===== src/u8u16_pkg.sv =====
`timescale 1ns / 1ps
// ----------------------------------------------------------------------------
// u8u16_pkg
// Shared types and constants for the UTF-8 to UTF-16 transcoder.
// ----------------------------------------------------------------------------
package u8u16_pkg;

    localparam int OFFSET_WIDTH = 31;   // text offset counter width
    localparam int BAD_OFF_W    = 31;   // width of the reported offset field
    localparam int CP_W         = 21;   // code point width
    localparam int CNT_W        = 3;    // results per item, 0..5

    typedef enum logic [1:0] {
        ST_DATA = 2'd0,
        ST_DONE = 2'd1,
        ST_BAD  = 2'd2
    } t_status;

    localparam logic [CP_W-1:0] CP_SUPP_BASE = 21'h010000;
    localparam logic [CP_W-1:0] CP_MAX       = 21'h10FFFF;
    localparam logic [CP_W-1:0] CP_SURR_LO   = 21'h00D800;
    localparam logic [CP_W-1:0] CP_SURR_HI   = 21'h00DFFF;
    localparam logic [CP_W-1:0] CP_MIN_2B    = 21'h000080;
    localparam logic [CP_W-1:0] CP_MIN_3B    = 21'h000800;
    localparam logic [15:0]     HI_SURR_BASE = 16'hD800;
    localparam logic [15:0]     LO_SURR_BASE = 16'hDC00;

    typedef struct packed {
        logic [1:0]              need;   // continuation bytes still expected
        logic [1:0]              len;    // sequence length minus one
        logic [CP_W-1:0]         pcp;    // code point bits gathered so far
        logic [OFFSET_WIDTH-1:0] start;  // offset of the open sequence's lead
        logic [OFFSET_WIDTH-1:0] pos;    // offset of the next byte
        logic                    drop;   // discarding the rest of the text
    } t_state;

    typedef struct packed {
        logic [CNT_W-1:0]        cnt;    // results caused by this item
        logic [CNT_W-1:0]        ndata;  // data bytes among them
        logic [15:0]             unit0;
        logic [15:0]             unit1;
        logic                    bad;
        logic [OFFSET_WIDTH-1:0] bad_at;
        t_state                  nxt;
    } t_dec;

endpackage


===== src/u8u16_dec.sv =====
`timescale 1ns / 1ps
// ----------------------------------------------------------------------------
// u8u16_dec
// Decodes one UTF-8 byte against the sequence state: result count, UTF-16
// code units, error flag and offset, and the state after the item.
// ----------------------------------------------------------------------------
module u8u16_dec (
    input  logic [7:0]         i_byte,
    input  logic               i_eot,
    input  u8u16_pkg::t_state  i_st,
    output u8u16_pkg::t_dec    o_dec
);
    import u8u16_pkg::*;

    logic                    emit;
    logic [CP_W-1:0]         cp;
    logic [CP_W-1:0]         v;
    logic [CP_W-1:0]         vs;
    logic                    bad;
    logic [OFFSET_WIDTH-1:0] bad_at;
    logic                    ok;
    t_state                  st;
    logic [CNT_W-1:0]        ndata;

    always_comb begin
        st     = i_st;
        emit   = 1'b0;
        cp     = '0;
        bad    = 1'b0;
        bad_at = '0;
        ok     = 1'b1;
        v      = {i_st.pcp[CP_W-7:0], i_byte[5:0]};
        vs     = '0;

        if (i_st.need == 2'd0) begin
            if (i_byte inside {[8'h00:8'h7F]}) begin
                emit = 1'b1;
                cp   = {{(CP_W-8){1'b0}}, i_byte};
            end else if (i_byte inside {[8'hC0:8'hDF]}) begin
                st.need  = 2'd1;
                st.len   = 2'd1;
                st.pcp   = {{(CP_W-5){1'b0}}, i_byte[4:0]};
                st.start = i_st.pos;
            end else if (i_byte inside {[8'hE0:8'hEF]}) begin
                st.need  = 2'd2;
                st.len   = 2'd2;
                st.pcp   = {{(CP_W-4){1'b0}}, i_byte[3:0]};
                st.start = i_st.pos;
            end else if (i_byte inside {[8'hF0:8'hF7]}) begin
                st.need  = 2'd3;
                st.len   = 2'd3;
                st.pcp   = {{(CP_W-3){1'b0}}, i_byte[2:0]};
                st.start = i_st.pos;
            end else begin
                bad    = 1'b1;
                bad_at = i_st.pos;
            end
        end else if (i_byte[7:6] != 2'b10) begin
            bad    = 1'b1;
            bad_at = i_st.start;
        end else begin
            st.pcp  = v;
            st.need = i_st.need - 2'd1;
            if (st.need == 2'd0) begin
                // overlong, too large or surrogate
                if (i_st.len == 2'd1 && v < CP_MIN_2B)    ok = 1'b0;
                if (i_st.len == 2'd2 && v < CP_MIN_3B)    ok = 1'b0;
                if (i_st.len == 2'd3 && v < CP_SUPP_BASE) ok = 1'b0;
                if (v > CP_MAX || (v >= CP_SURR_LO && v <= CP_SURR_HI)) ok = 1'b0;
                if (ok) begin
                    emit = 1'b1;
                    cp   = v;
                end else begin
                    bad    = 1'b1;
                    bad_at = i_st.start;
                end
            end
        end

        // text cut short inside a sequence
        if (!bad && i_eot && st.need != 2'd0) begin
            bad    = 1'b1;
            bad_at = st.start;
        end

        if (bad || i_eot || emit) begin
            st.need  = 2'd0;
            st.len   = 2'd0;
            st.pcp   = '0;
            st.start = '0;
        end
        if (bad && !i_eot) st.drop = 1'b1;
        st.pos = i_eot ? '0 : OFFSET_WIDTH'(i_st.pos + 1'b1);

        vs = cp - CP_SUPP_BASE;
        if (!emit || bad) begin
            ndata = '0;
        end else if (cp >= CP_SUPP_BASE) begin
            ndata = CNT_W'(4);
        end else begin
            ndata = CNT_W'(2);
        end

        o_dec.unit0 = (cp >= CP_SUPP_BASE) ? (HI_SURR_BASE | {6'd0, vs[19:10]})
                                           : cp[15:0];
        o_dec.unit1 = LO_SURR_BASE | {6'd0, vs[9:0]};
        o_dec.bad   = bad;
        o_dec.bad_at = bad_at;

        if (i_st.drop) begin
            // discard; the final byte ends the text
            o_dec.cnt   = '0;
            o_dec.ndata = '0;
            o_dec.bad   = 1'b0;
            o_dec.nxt   = i_st;
            if (i_eot) begin
                o_dec.nxt.drop  = 1'b0;
                o_dec.nxt.need  = 2'd0;
                o_dec.nxt.len   = 2'd0;
                o_dec.nxt.pcp   = '0;
                o_dec.nxt.start = '0;
                o_dec.nxt.pos   = '0;
            end else begin
                o_dec.nxt.pos = OFFSET_WIDTH'(i_st.pos + 1'b1);
            end
        end else begin
            o_dec.ndata = ndata;
            o_dec.cnt   = ndata + CNT_W'(bad || i_eot);
            o_dec.nxt   = st;
        end
    end

endmodule


===== src/utf8_to_utf16_transcoder_top.sv =====
`timescale 1ns / 1ps
// ----------------------------------------------------------------------------
// utf8_to_utf16_transcoder_top
// An item accepted into the input register is decoded combinationally and
// its results pass through the output register. Throughput: one result per
// cycle from the output register while i_stall is low; an item has 0 to 5
// results, so a byte with two UTF-16 bytes gives 2. Input register and output
// register overlap, so a new item enters while results of the last one wait.
// Reset (synchronous, active low) clears both valids, sequence state, the
// text offset and the byte-order register (little-endian).
// ----------------------------------------------------------------------------
module utf8_to_utf16_transcoder_top (
    input  logic        i_clk,
    input  logic        i_rst_n,
    input  logic        i_cfg_we,
    input  logic        i_cfg_data,
    input  logic        i_valid,
    output logic        o_stall,
    input  logic [7:0]  i_in_byte,
    input  logic        i_end_of_text,
    output logic        o_valid,
    input  logic        i_stall,
    output logic [7:0]  o_out_byte,
    output logic [1:0]  o_status,
    output logic [30:0] o_bad_offset,
    output logic        o_last
);
    import u8u16_pkg::*;

    logic                 r_be;
    logic                 r_in_valid;
    logic [7:0]           r_in_byte;
    logic                 r_in_eot;
    t_state               r_st;
    logic [CNT_W-1:0]     r_idx;
    logic [CNT_W-1:0]     n_idx;
    logic                 r_out_valid;
    logic [7:0]           r_out_byte;
    t_status              r_out_status;
    logic [BAD_OFF_W-1:0] r_out_off;
    logic                 r_out_last;

    t_dec                 dec;
    logic                 out_free;
    logic                 emit;
    logic                 consume;
    logic [15:0]          unit;
    logic [7:0]           sel_byte;
    t_status              sel_status;
    logic [BAD_OFF_W-1:0] sel_off;
    logic                 sel_last;

    u8u16_dec u_dec (
        .i_byte (r_in_byte),
        .i_eot  (r_in_eot),
        .i_st   (r_st),
        .o_dec  (dec)
    );

    assign out_free = !r_out_valid || !i_stall;
    assign emit     = r_in_valid && (dec.cnt != '0) && out_free;
    assign sel_last = (r_idx == dec.cnt - CNT_W'(1));
    assign consume  = r_in_valid && ((dec.cnt == '0) || (emit && sel_last));
    assign o_stall  = r_in_valid && !consume;

    always_comb begin
        unit       = r_idx[1] ? dec.unit1 : dec.unit0;
        sel_byte   = '0;
        sel_status = ST_DATA;
        sel_off    = '0;
        if (r_idx < dec.ndata) begin
            // first byte of a unit is the high one in big-endian order
            sel_byte = (r_idx[0] != r_be) ? unit[15:8] : unit[7:0];
        end else if (dec.bad) begin
            sel_status = ST_BAD;
            sel_off    = BAD_OFF_W'(dec.bad_at);
        end else begin
            sel_status = ST_DONE;
        end
        if (consume) begin
            n_idx = '0;
        end else if (emit) begin
            n_idx = r_idx + CNT_W'(1);
        end else begin
            n_idx = r_idx;
        end
    end

    always_ff @(posedge i_clk) begin
        if (!i_rst_n) begin
            r_be        <= 1'b0;
            r_in_valid  <= 1'b0;
            r_st        <= '0;
            r_idx       <= '0;
            r_out_valid <= 1'b0;
        end else begin
            if (i_cfg_we) r_be <= i_cfg_data;
            if (consume) r_st <= dec.nxt;
            r_idx <= n_idx;
            if (i_valid && !o_stall) begin
                r_in_valid <= 1'b1;
            end else if (consume) begin
                r_in_valid <= 1'b0;
            end
            if (emit) begin
                r_out_valid <= 1'b1;
            end else if (!i_stall) begin
                r_out_valid <= 1'b0;
            end
        end
    end

    always_ff @(posedge i_clk) begin
        if (i_valid && !o_stall) begin
            r_in_byte <= i_in_byte;
            r_in_eot  <= i_end_of_text;
        end
        if (emit) begin
            r_out_byte   <= sel_byte;
            r_out_status <= sel_status;
            r_out_off    <= sel_off;
            r_out_last   <= sel_last;
        end
    end

    assign o_valid      = r_out_valid;
    assign o_out_byte   = r_out_byte;
    assign o_status     = r_out_status;
    assign o_bad_offset = r_out_off;
    assign o_last       = r_out_last;

endmodule


===== config.mk =====
export PLATFORM = sky130hd
export DESIGN_NAME = utf8_to_utf16_transcoder_top
export DESIGN_NICKNAME = d
export VERILOG_FILES = /design/src/u8u16_pkg.sv /design/src/u8u16_dec.sv /design/src/utf8_to_utf16_transcoder_top.sv
export SDC_FILE = /design/constraint.sdc
export NUM_CORES = 1
export LEC_CHECK = 0
export BUFFER_PORTS_ARGS = -buffer_cell sky130_fd_sc_hd__buf_2
export CORE_ASPECT_RATIO = 2
export CORE_UTILIZATION = 53
export DETAILED_ROUTE_END_ITERATION = 10
export HOLD_SLACK_MARGIN = 0.03
export MAX_ROUTING_LAYER = met4
export PLACE_DENSITY = 0.81
export SYNTH_ARGS = -nofsm -noshare
export SYNTH_HDL_FRONTEND = slang
export SYNTH_SLANG_ARGS = --single-unit

===== constraint.sdc =====
create_clock -name i_clk -period 7.4 [get_ports i_clk]
set_input_delay 0.74 -clock i_clk [delete_from_list [all_inputs] [get_ports i_clk]]
set_output_delay 0.74 -clock i_clk [all_outputs]
set_load 0.02 [all_outputs]

; ---- After elaboration in Yosys (flattened, before gate mapping)
; Cells that the tools add are included.
[totals]
mem_bits_ro = 0
memories = 0
elab_cells = 158
in_bits = 15
register_bits = 139
mem_bits_rw = 0
latch_bits = 0
[classes]
n_div = 0
n_bitwise = 2
n_addsub = 6
eq_ne = 12
n_mux = 63
n_reduce_logical = 43
n_shift = 0
n_mul = 0
n_lt_le_gt_ge = 16
[ops]
columns = operator, n
row1 = two-way mux 31 bit, 11
row2 = two-way mux 56 bit, 6
row3 = two-way mux 21 bit, 6
row4 = two-way mux 88 bit, 1
row5 = two-way mux 16 bit, 2
row6 = "adder 31 x 1 -> 31 bit, second input constant", 1
row7 = two-way mux 1 bit, 28
row8 = ">= comparator 8 bit, second input constant", 3
row9 = "less-or-equal comparator 8 bit, second input constant", 3
row10 = ">= comparator 21 x 16 -> 1 bit, second input constant", 1
row11 = ">= comparator 21 x 17 -> 1 bit, second input constant", 1
row12 = "> comparator 21 bit, second input constant", 1
row13 = "less-or-equal comparator 21 x 16 -> 1 bit, second input constant", 1
row14 = "less-than comparator 21 x 12 -> 1 bit, second input constant", 1
row15 = "less-than comparator 21 x 17 -> 1 bit, second input constant", 1
row16 = "less-than comparator 21 x 8 -> 1 bit, second input constant", 1
row17 = "subtractor 20 x 17 -> 20 bit, second input constant", 1
row18 = logical AND 1 bit, 17
row19 = two-way mux 8 bit, 2
row20 = AND reduction 5 bit, 2
row21 = ">= comparator 8 x 1 -> 1 bit, second input constant", 1
row22 = "less-or-equal comparator 8 x 7 -> 1 bit, second input constant", 1
row23 = two-way mux 2 bit, 4
row24 = zero test 1 bit, 7
row25 = other kinds (26), 39

; ---- Depth between registers and ports, before layout
; Gate-level depths: netlist (run 1).
[logic_depth]
depth_word = 32
depth_mapped = 24
depth_no_buf = 19

; ---- Modules after synthesis
; From an unflattened synthesis (run 1), not the netlist that was laid out.
[unflattened]
hier_cells = 938
hier_area_um2 = 8187.9
[by_module_without_submodules]
columns = mod, cells_per_inst, instances, area_each_um2
row1 = utf8_to_utf16_transcoder_top, 547, 1, 5589.1
row2 = u8u16_dec, 391, 1, 2598.7

; ---- Worst setup path before layout (run 1)
; No wires, ideal clock.
[synth_path]
path_kind = reg2reg
start = register r_st[73] (netlist name)
end = register r_in_byte[0] (enable)
stages_incl_launch_ff = 18
required_time_ns = 7.024
setup_time_ns = 0.376
setup_slack_ns = 0.019
arrival_time_ns = 7.005
cell_sequence = dfxtp_1 > or4_4 > xor2_1 > a31oi_1 > nor2_1 > clkbuf_1 > nand2_1 > ha_1 > o31ai_1 > o31a_1 > buf_2 > nand2_1 > ha_1 > ha_1 > nand2b_1 > a21oi_1 > a21oi_1 > nor2b_1
[synth_between]
elab_chain_len = 31
[synth_lines]
columns = element, line
row1 = from (decl), utf8_to_utf16_transcoder_top.sv:34  ; t_state r_st;
row2 = from (signal assigned), utf8_to_utf16_transcoder_top.sv:98  ; if (consume) r_st <= dec.nxt;
row3 = branches (longest 19 deep; another with less-than comparator 21 x 8 -> 1 bit), n/a
row4 = adder 3 x 1 -> 3 bit (*), u8u16_dec.sv:128  ; o_dec.cnt = ndata + CNT_W'(bad || i_eot);
row5 = two-way mux 6 bit (*), u8u16_dec.sv:110  ; if (i_st.drop) begin
row6 = nonzero test 3 bit (*), utf8_to_utf16_transcoder_top.sv:61  ; assign emit = r_in_valid && (dec.cnt != '0) && out_free;
row7 = logical AND 1 bit (*) (2 in series), utf8_to_utf16_transcoder_top.sv:61
row8 = named net emit, utf8_to_utf16_transcoder_top.sv:45  ; logic emit;
row9 = logical AND 1 bit (*), utf8_to_utf16_transcoder_top.sv:63  ; assign consume = r_in_valid && ((dec.cnt == '0) || (emit && sel_last));
row10 = logical OR 1 bit (*), utf8_to_utf16_transcoder_top.sv:63
row11 = logical AND 1 bit (*), utf8_to_utf16_transcoder_top.sv:63
row12 = zero test 1 bit (*), utf8_to_utf16_transcoder_top.sv:64  ; assign o_stall = r_in_valid && !consume;
row13 = logical AND 1 bit (*), utf8_to_utf16_transcoder_top.sv:64
row14 = named net o_stall, utf8_to_utf16_transcoder_top.sv:18  ; output logic o_stall,
row15 = zero test 1 bit (*), utf8_to_utf16_transcoder_top.sv:114  ; if (i_valid && !o_stall) begin
row16 = logical AND 1 bit (*), utf8_to_utf16_transcoder_top.sv:114
row17 = to (signal assigned), utf8_to_utf16_transcoder_top.sv:115  ; r_in_byte <= i_in_byte;
row18 = to (decl), utf8_to_utf16_transcoder_top.sv:32  ; logic [7:0] r_in_byte;
; Mark *: on every way through the listed nets, which the timed path passes. The select of a mux whose other input is x is not followed.
; A chain may end at the register's enable or synchronous reset.

; ---- Worst setup path after layout (run 1)
[layout_path]
start = register r_st[74] (netlist name)
end = output o_stall
[layout_rtl]
columns = element, line
row1 = branches (longest 19 deep; another with less-than comparator 21 x 8 -> 1 bit), n/a
row2 = adder 3 x 1 -> 3 bit (*), u8u16_dec.sv:128
row3 = two-way mux 6 bit (*), u8u16_dec.sv:110
row4 = subtractor 3 x 1 -> 3 bit (*), utf8_to_utf16_transcoder_top.sv:62  ; assign sel_last = (r_idx == dec.cnt - CNT_W'(1));
row5 = equality test 3 bit (*), utf8_to_utf16_transcoder_top.sv:62
row6 = named net sel_last, utf8_to_utf16_transcoder_top.sv:51  ; logic sel_last;
row7 = logical AND 1 bit (*), utf8_to_utf16_transcoder_top.sv:63
row8 = logical OR 1 bit (*), utf8_to_utf16_transcoder_top.sv:63
row9 = logical AND 1 bit (*), utf8_to_utf16_transcoder_top.sv:63
row10 = zero test 1 bit (*), utf8_to_utf16_transcoder_top.sv:64
row11 = logical AND 1 bit (*), utf8_to_utf16_transcoder_top.sv:64
row12 = to (decl), utf8_to_utf16_transcoder_top.sv:18
; Marks and branches as above.

==> summary.md, run 1 <==
| Metric | Value |
|---|---|
| Initial DRC Count | approximately 370 |
| Worst skew pair latency | roughly 0.43 ns |
| Area Overhead vs Synth | 14.90% |
| Syn_area_per_cell | 10.11 um2 |
| Min Tclk post-route | 6.066 ns |
| Largest net degree at the start of global routing | between 40 and 50 |
| GRT overflow | 0 |
| R2R depth | 16 |
| Startpoint types | register |
| R2R Path Start | r_st[74] |
| I/O Pins | slightly below 60 |
| Number of inserted diodes | 0 |
| Clock Tree Buf Depth | 2 |
| Post-Place Cells | 800 |
| Worst hold path cell count | 1 |
| Max-slew violations | 0 |
| P_leak | 0.002672 uW |
| Clock network fraction of total power | around 46% |
| DRC | 0 |
| Count leader, synth | dfxtp_1 |
| CP Capture Type | output port |
| GPL Wtd Cong | just over 1 |
| Post-Layout Inst Area | 7342 um2 |
| Seq. cell area | between 3000 and 4000 um2 |
| Synth area leader | dfxtp_1 |
| Synth unique cells | 55 |
| Worst-path fanout max | 17 |
| Worst Skew | ~0.011 ns |
| Peak supply drop | 0.1840 mV |
| Cell Chain, Critical Path | or4_4, xor2_1, a31oi_1, nor2_1, and2_1, ha_1, o31ai_1, o31a_1, nand2_1, ha_1, ha_1, xnor2_1, nor3_1, nor4bb_1, a21oi_1, buf_2 |
| Fin nets | ~700 |
| # fillers | approximately 940 |
| Core ar. | 11700 um2 |
| Layout cell share with drive strength beyond 1 | ~16% |
| Worst-margin pin slew | 1.127 ns |
| Yosys warns | 0 |
| Syn Nets | about 660 |
| Outcome | completed |
| Root Buffer | clkbuf_16 |
| Post-synth top area share | 27.57% |
| Post-DP HPWL | approximately 12 mm |
| Fmax | 164.9 MHz |
| CP arrival | 5.33 ns |
| Final setup TNS | 0 ns |
| Worst Hold Class | register to register |
| CP max-delay cell | nor4bb_1 |
| Post-CTS Setup Bufs | 0 |
| CP delay by family, top | simple AND/OR/NAND/NOR gates |
| DRT Wirelength | ~17 mm |
| Commonest cells post-synth | dfxtp_1 (88), nor2_1 (87), edfxtp_1 (51) |
| Post-place instance area | 6748 um2 |
| Worst R2R End | r_in_byte[6] |
| Unrepaired setup endpoints after global routing | false |
| Post-synth EDFFs | between 50 and 60 |
| Initial antenna violation count | 0 |
| Die ar. | approximately 13000 um2 |
| Row count | between 50 and 60 |
| Starting Density | a little over half |
| NetSw | a little under 500 uW |
| Crit Path Class | register to output port |
| Source of the worst hold timing path | r_st[62] |
| #FFs+latches synth | 139 |
| Post-CTS Resized | 0 |
| DRT Pass-1 Iters | 6 |
| Endpoints failing setup | 0 |
| Int Power | 1366 uW |
| Sw frac | a little over a quarter |
| CTS tree | yes |
| Via Count | 5405 |
| # Max-Cap Violations | 0 |
| Die H | 157.3 um |
| Final hold violations | 0 |
| Sequential power share | 45.2% |
| H-tree Lvls | 4 |
| Routed Antenna Nets | 0 |
| Synth Cell Area | between 6000 and 7000 um2 |
| Hold_buf cts | 0 |
| Worst path bufs/invs | 1 |
| Comb pwr share | 9.2% |
| Post-Syn Instances | 632 |
| CTS Buf Count | 17 |
| Routed vias/inst | between 6 and 7 |
| Multi-input logic area | approximately 2900 um2 |
| Tot GR Track Use | between 20% and 30% |
| Fin Hold WS | a little under 0.5 ns |
| Top cell by count, worst path | ha_1 |
| DR WL/cell | a little over 20 um |
| Die X | about 80 um |
| Non-Filler Instances | 832 |
| Pwr Density | ~250 nW/um2 |
| Sequential cell area fraction in the yosys report | approximately half |
| Synth area leaders | dfxtp_1 (28%), edfxtp_1 (24%), a22o_1 (6.2%) |
| Synth async-reset ratio | 0% |
| Vias in the first global route | 5487 |
| Largest stage delay, worst path | around 0.61 ns |
| Max_slew headroom | 24.70% |
| Reg clk slew, reported paths | ~0.060 ns |
| Hold Path End | r_st[62] |
| Clock Sink Count | about 140 |
| Top_reg_cell synth | dfxtp_1 |
| Flop2flop setup slack | roughly 1.4 ns |
| WP data required | approximately 6.7 ns |
| First-pass GRT wire length | ~27 mm |
| Period utilization | 81.97% |
| I/O Buffers | 58 |
## sequential cells by signal (all words and copies together), names as in the netlist
name,flops
o_bad_offset,31
o_last,1
o_out_byte,8
o_status,2
o_valid,1
r_be,1
r_idx,3
r_in_byte,8
r_in_eot,1
r_in_valid,1
r_st,82
## logic make-up (layout without fill, tap and decap cells)
logic type,Yosys count,count (layout),share of synthesized area [%]
flip-flops,139,139,51.54
XOR/XNOR,34,34,4.660
buffers and inverters,54,109,3.955
AND/OR/NAND/NOR,229,229,18.07
AO/OA/AOI/OAI,163,163,19.39
adder cells (fa/ha/maj),9,9,1.762
multiplexers,4,4,0.6266
## per-layer routing
metal	global-route usage (%)	wire [um]	vias to the layer above	share of wire, %
met5	-	0	-	0
met4	20.78	1064	0	6.2
met3	5.333	838	85	4.9
met2	52.87	9413	244	55
met1	27.27	5780	2628	34
li1	-	-	2448	-
## final cells by class
cell class	count	share of cell area, %
sequential	139	44.85
multi-input combinational	439	39.20
timing repair buffer	67	4.874
inverter	10	0.5112
clock inverter	13	1.772
tap	145	2.471
clock buffer	19	6.322
## power by group through the flow
stage / Combinational, uW / Sequential, uW / Clock (uW)
3_5_place_dp: 168 / 854 / 0
6_report: 170 / 838 / 844
3_3_place_gp: 163 / 853 / 0
5_1_grt: 183 / 840 / 882
2_1_floorplan: 106 / 862 / 0
4_1_cts: 169 / 837 / 851
## cells in the final DEF, fill, tap and decap left out, types with 4 or more instances in the layout
cell	synthesis	routed
nand2_1	36	36
nor3b_1	6	6
a22oi_1	35	35
nand3_1	14	14
nor2b_1	9	9
and4_1	4	4
buf_2	10	58
buf_4	2	9
a21oi_1	22	21
a311oi_1	4	4
a22o_1	45	45
a211oi_1	7	7
dfxtp_1	88	88
edfxtp_1	51	51
nand4_1	7	7
o21ai_0	10	9
nor4_1	13	13
clkbuf_16	0	18
nor2_1	87	87
clkinv_4	0	5
a31oi_1	6	5
inv_1	10	10
nor4b_1	9	9
mux2i_1	4	4
a21boi_0	4	4
or3_1	4	4
nor3_1	18	18
inv_6	0	4
ha_1	9	9
a32o_1	6	6
nand2b_1	5	5
xnor2_1	31	31
## stage by stage
step,power [uW],utilization (%),setup slack (ns)
2_1_floorplan,967.8,-,0.01911
3_3_place_gp,1016,57.67,1.815
3_5_place_dp,1021,57.67,1.616
4_1_cts,1857,62.75,1.413
5_1_grt,1905,62.75,1.131
6_report,1852,62.75,1.334
## how the worst max path moves through the flow
| stage | start | end | slack, ns | cells after the start |
|---|---|---|---|---|
| after global routing | r_st[73] | o_stall | 1.13 | 16 |
| after CTS | r_st[73] | o_stall | 1.41 | 16 |
| after global placement | r_st[73] | r_in_byte[0] | 1.81 | 16 |
| after floorplan | r_st[73] | r_in_byte[0] | 0.02 | 17 |
| final | r_st[74] | o_stall | 1.33 | 16 |
| after detailed placement | r_st[73] | r_in_byte[0] | 1.62 | 16 |
Power figures use the tool's default switching activity.
==> inputs of run 2 (changes only) <==
Clock period 7.4 ns to 5.5 ns, I/O delays scaled along.
==> run 2 against run 1 <==
Against the previous run: global-route usage grew 0.50 points; largest power group is now sequential cells; critical path depth stayed put; critical endpoint unchanged; clock power is 22% higher; first-iteration DRC count increased by 9.6%.
==> summary.md, run 2 (synthesis gave the netlist of run 1 again) <==
| Metric | Value |
|---|---|
| DRT Pass-1 Iters | 6 |
| Reg clk slew, reported paths | approximately 0.06 ns |
| Die H | 157.3 um |
| Int Power | about 1700 uW |
| Die ar. | between 10000 and 15000 um2 |
| Routed vias/inst | around 6.4 |
| Unrepaired setup endpoints after global routing | false |
| Number of inserted diodes | 0 |
| Fmax | 189.3 MHz |
| Area Overhead vs Synth | 14.82% |
| Final setup TNS | 0 ns |
| Worst skew pair latency | around 0.43 ns |
| CTS Buf Count | 17 |
| CP max-delay cell | or4_4 |
| GRT overflow | 0 |
| Vias in the first global route | between 5k and 6k |
| R2R depth | 19 |
| Flop2flop setup slack | about 0.46 ns |
| CP Capture Type | output port |
| Worst R2R End | r_st[55] |
| Clock Tree Buf Depth | 2 |
| Comb pwr share | 9.9% |
| H-tree Lvls | 4 |
| Routed Antenna Nets | 0 |
| Top cell by count, worst path | ha_1 |
| CTS tree | yes |
| First-pass GRT wire length | ~27 mm |
| Peak supply drop | about 0.25 mV |
| Via Count | around 5.4k |
| DRC | 0 |
| Worst Skew | 0.009824 ns |
| Largest stage delay, worst path | between 0.5 and 0.6 ns |
| Layout cell share with drive strength beyond 1 | 16.52% |
| Root Buffer | clkbuf_16 |
| Clock network fraction of total power | 42.9% |
| Commonest non-fill, non-tap cell in the layout | dfxtp_1 |
| Worst path bufs/invs | 2 |
| Final core occ | a little over three fifths |
| Max_slew headroom | 36.70% |
| Starting Density | 54.61% |
| Source of the worst hold timing path | i_in_byte[4] |
| Worst Hold Class | input port to register |
| Fin nets | ~700 |
| Worst-margin pin slew | between 0.9 and 1 ns |
| Core ar. | about 12000 um2 |
| I/O Pins | 59 |
| Die X | around 80 um |
| # fillers | 918 |
| Row count | 56 |
| Max-slew violations | 0 |
| Worst-path fanout max | 15 |
| R2R Path Start | r_st[73] |
| Crit Path Class | register to output port |
| Cell Chain, Critical Path | or4_4, xor2_1, a31oi_2, nor2_1, buf_4, nand2_1, ha_1, o31ai_1, o31a_1, or3_1, ha_1, xnor2_1, nor3_1, nor4bb_4, a21oi_1, buf_2 |
| Post-Layout Inst Area | between 7000 and 8000 um2 |
| Most frequent cells in the layout | dfxtp_1 (88), nor2_1 (87), buf_2 (58) |
| Final hold violations | 0 |
| CP arrival | 4.73 ns |
| Post-CTS Setup Bufs | 0 |
| Most flops, register | r_st |
| Pwr Density | between 300 and 400 nW/um2 |
| I/O Buffers | a little under 60 |
| Hold_buf cts | 0 |
| Sequential power share | between 40 and 50% |
| Post-DP HPWL | around 12 mm |
| Hold Path End | r_in_byte[4] |
| # Max-Cap Violations | 0 |
| P_leak | about 0.0027 uW |
| Initial antenna violation count | 0 |
| Clock Sink Count | about 140 |
| Seq. cell area | around 3300 um2 |
| CP delay by family, top | simple AND/OR/NAND/NOR gates |
| Largest net degree at the start of global routing | 47 |
| Startpoint types | register |
| Max reg flops | 82 |
| Outcome | completed |
| Initial DRC Count | roughly 400 |
| Tot GR Track Use | between 20% and 30% |
| DR WL/cell | between 20 and 25 um |
| Period utilization | between 90% and 100% |
| Endpoints failing setup | 0 |
| NetSw | approximately 650 uW |
| Multi-input logic area | slightly below 3000 um2 |
| Post-place instance area | 6789 um2 |
| Sw frac | between 20 and 30% |
| WP data required | 4.95 ns |
| DRT Wirelength | between 15 and 20 mm |
| Min Tclk post-route | 5.282 ns |
| Worst hold path cell count | 1 |
| GPL Wtd Cong | roughly 1 |
[run 2: metal layers]
metal	share of wire, %	vias to the layer above	track usage (%)
li1	-	2459	-
met1	34	2604	28.15
met2	54	221	51.49
met3	4.8	92	6.203
met4	7.0	0	23.81
met5	0	-	-
[run 2: metrics by stage]
| step | setup slack [ns] | hold slack, ns | cells | total power, uW |
|---|---|---|---|---|
| after floorplan | 0.01111 | 0.4496 | 632 | 1302 |
| after global placement | 0.6293 | 0.4622 | 803 | 1375 |
| after detailed placement | 0.4776 | 0.4647 | 803 | 1379 |
| after CTS | 0.02589 | 0.2962 | 835 | 2391 |
| after global routing | 0.04760 | 0.2894 | 835 | 2466 |
| final | 0.2177 | 0.3013 | 835 | 2394 |
[run 2: power groups by stage]
stage	clock, uW	combinational, uW	sequential [uW]
final	1030	238	1130
after global placement	0	227	1150
after global routing	1080	257	1130
after floorplan	0	143	1160
after detailed placement	0	230	1150
after CTS	1030	232	1130
[run 2: what timing repair did]
| item | 4_1_cts | 5_1_grt |
|---|---|---|
| resized for setup | 0 | 4 |
| endpoints found under the hold margin | 0 | 0 |
| setup endpoints to repair | 0 | 1 |
[run 2: final cells by class]
class                   instances  area share (%)
flip-flops and latches        139           44.88
multi-input cells             439           39.55
clock buffers                  17           5.798
repair buffers                 70           5.406
well taps                     145           2.473
clock inverters                15           1.381
inverters                      10          0.5116
[run 2: how the worst max path moves through the flow]
stage | start | end | slack, ns | cells after the start
floorplan | r_st[73] | r_st[30] | 0.01 | 22
global placement | r_st[73] | o_stall | 0.63 | 16
detailed placement | r_st[73] | o_stall | 0.48 | 16
CTS | r_st[73] | o_stall | 0.03 | 16
global route | r_st[73] | o_stall | 0.05 | 16
finish | r_st[73] | o_stall | 0.22 | 16
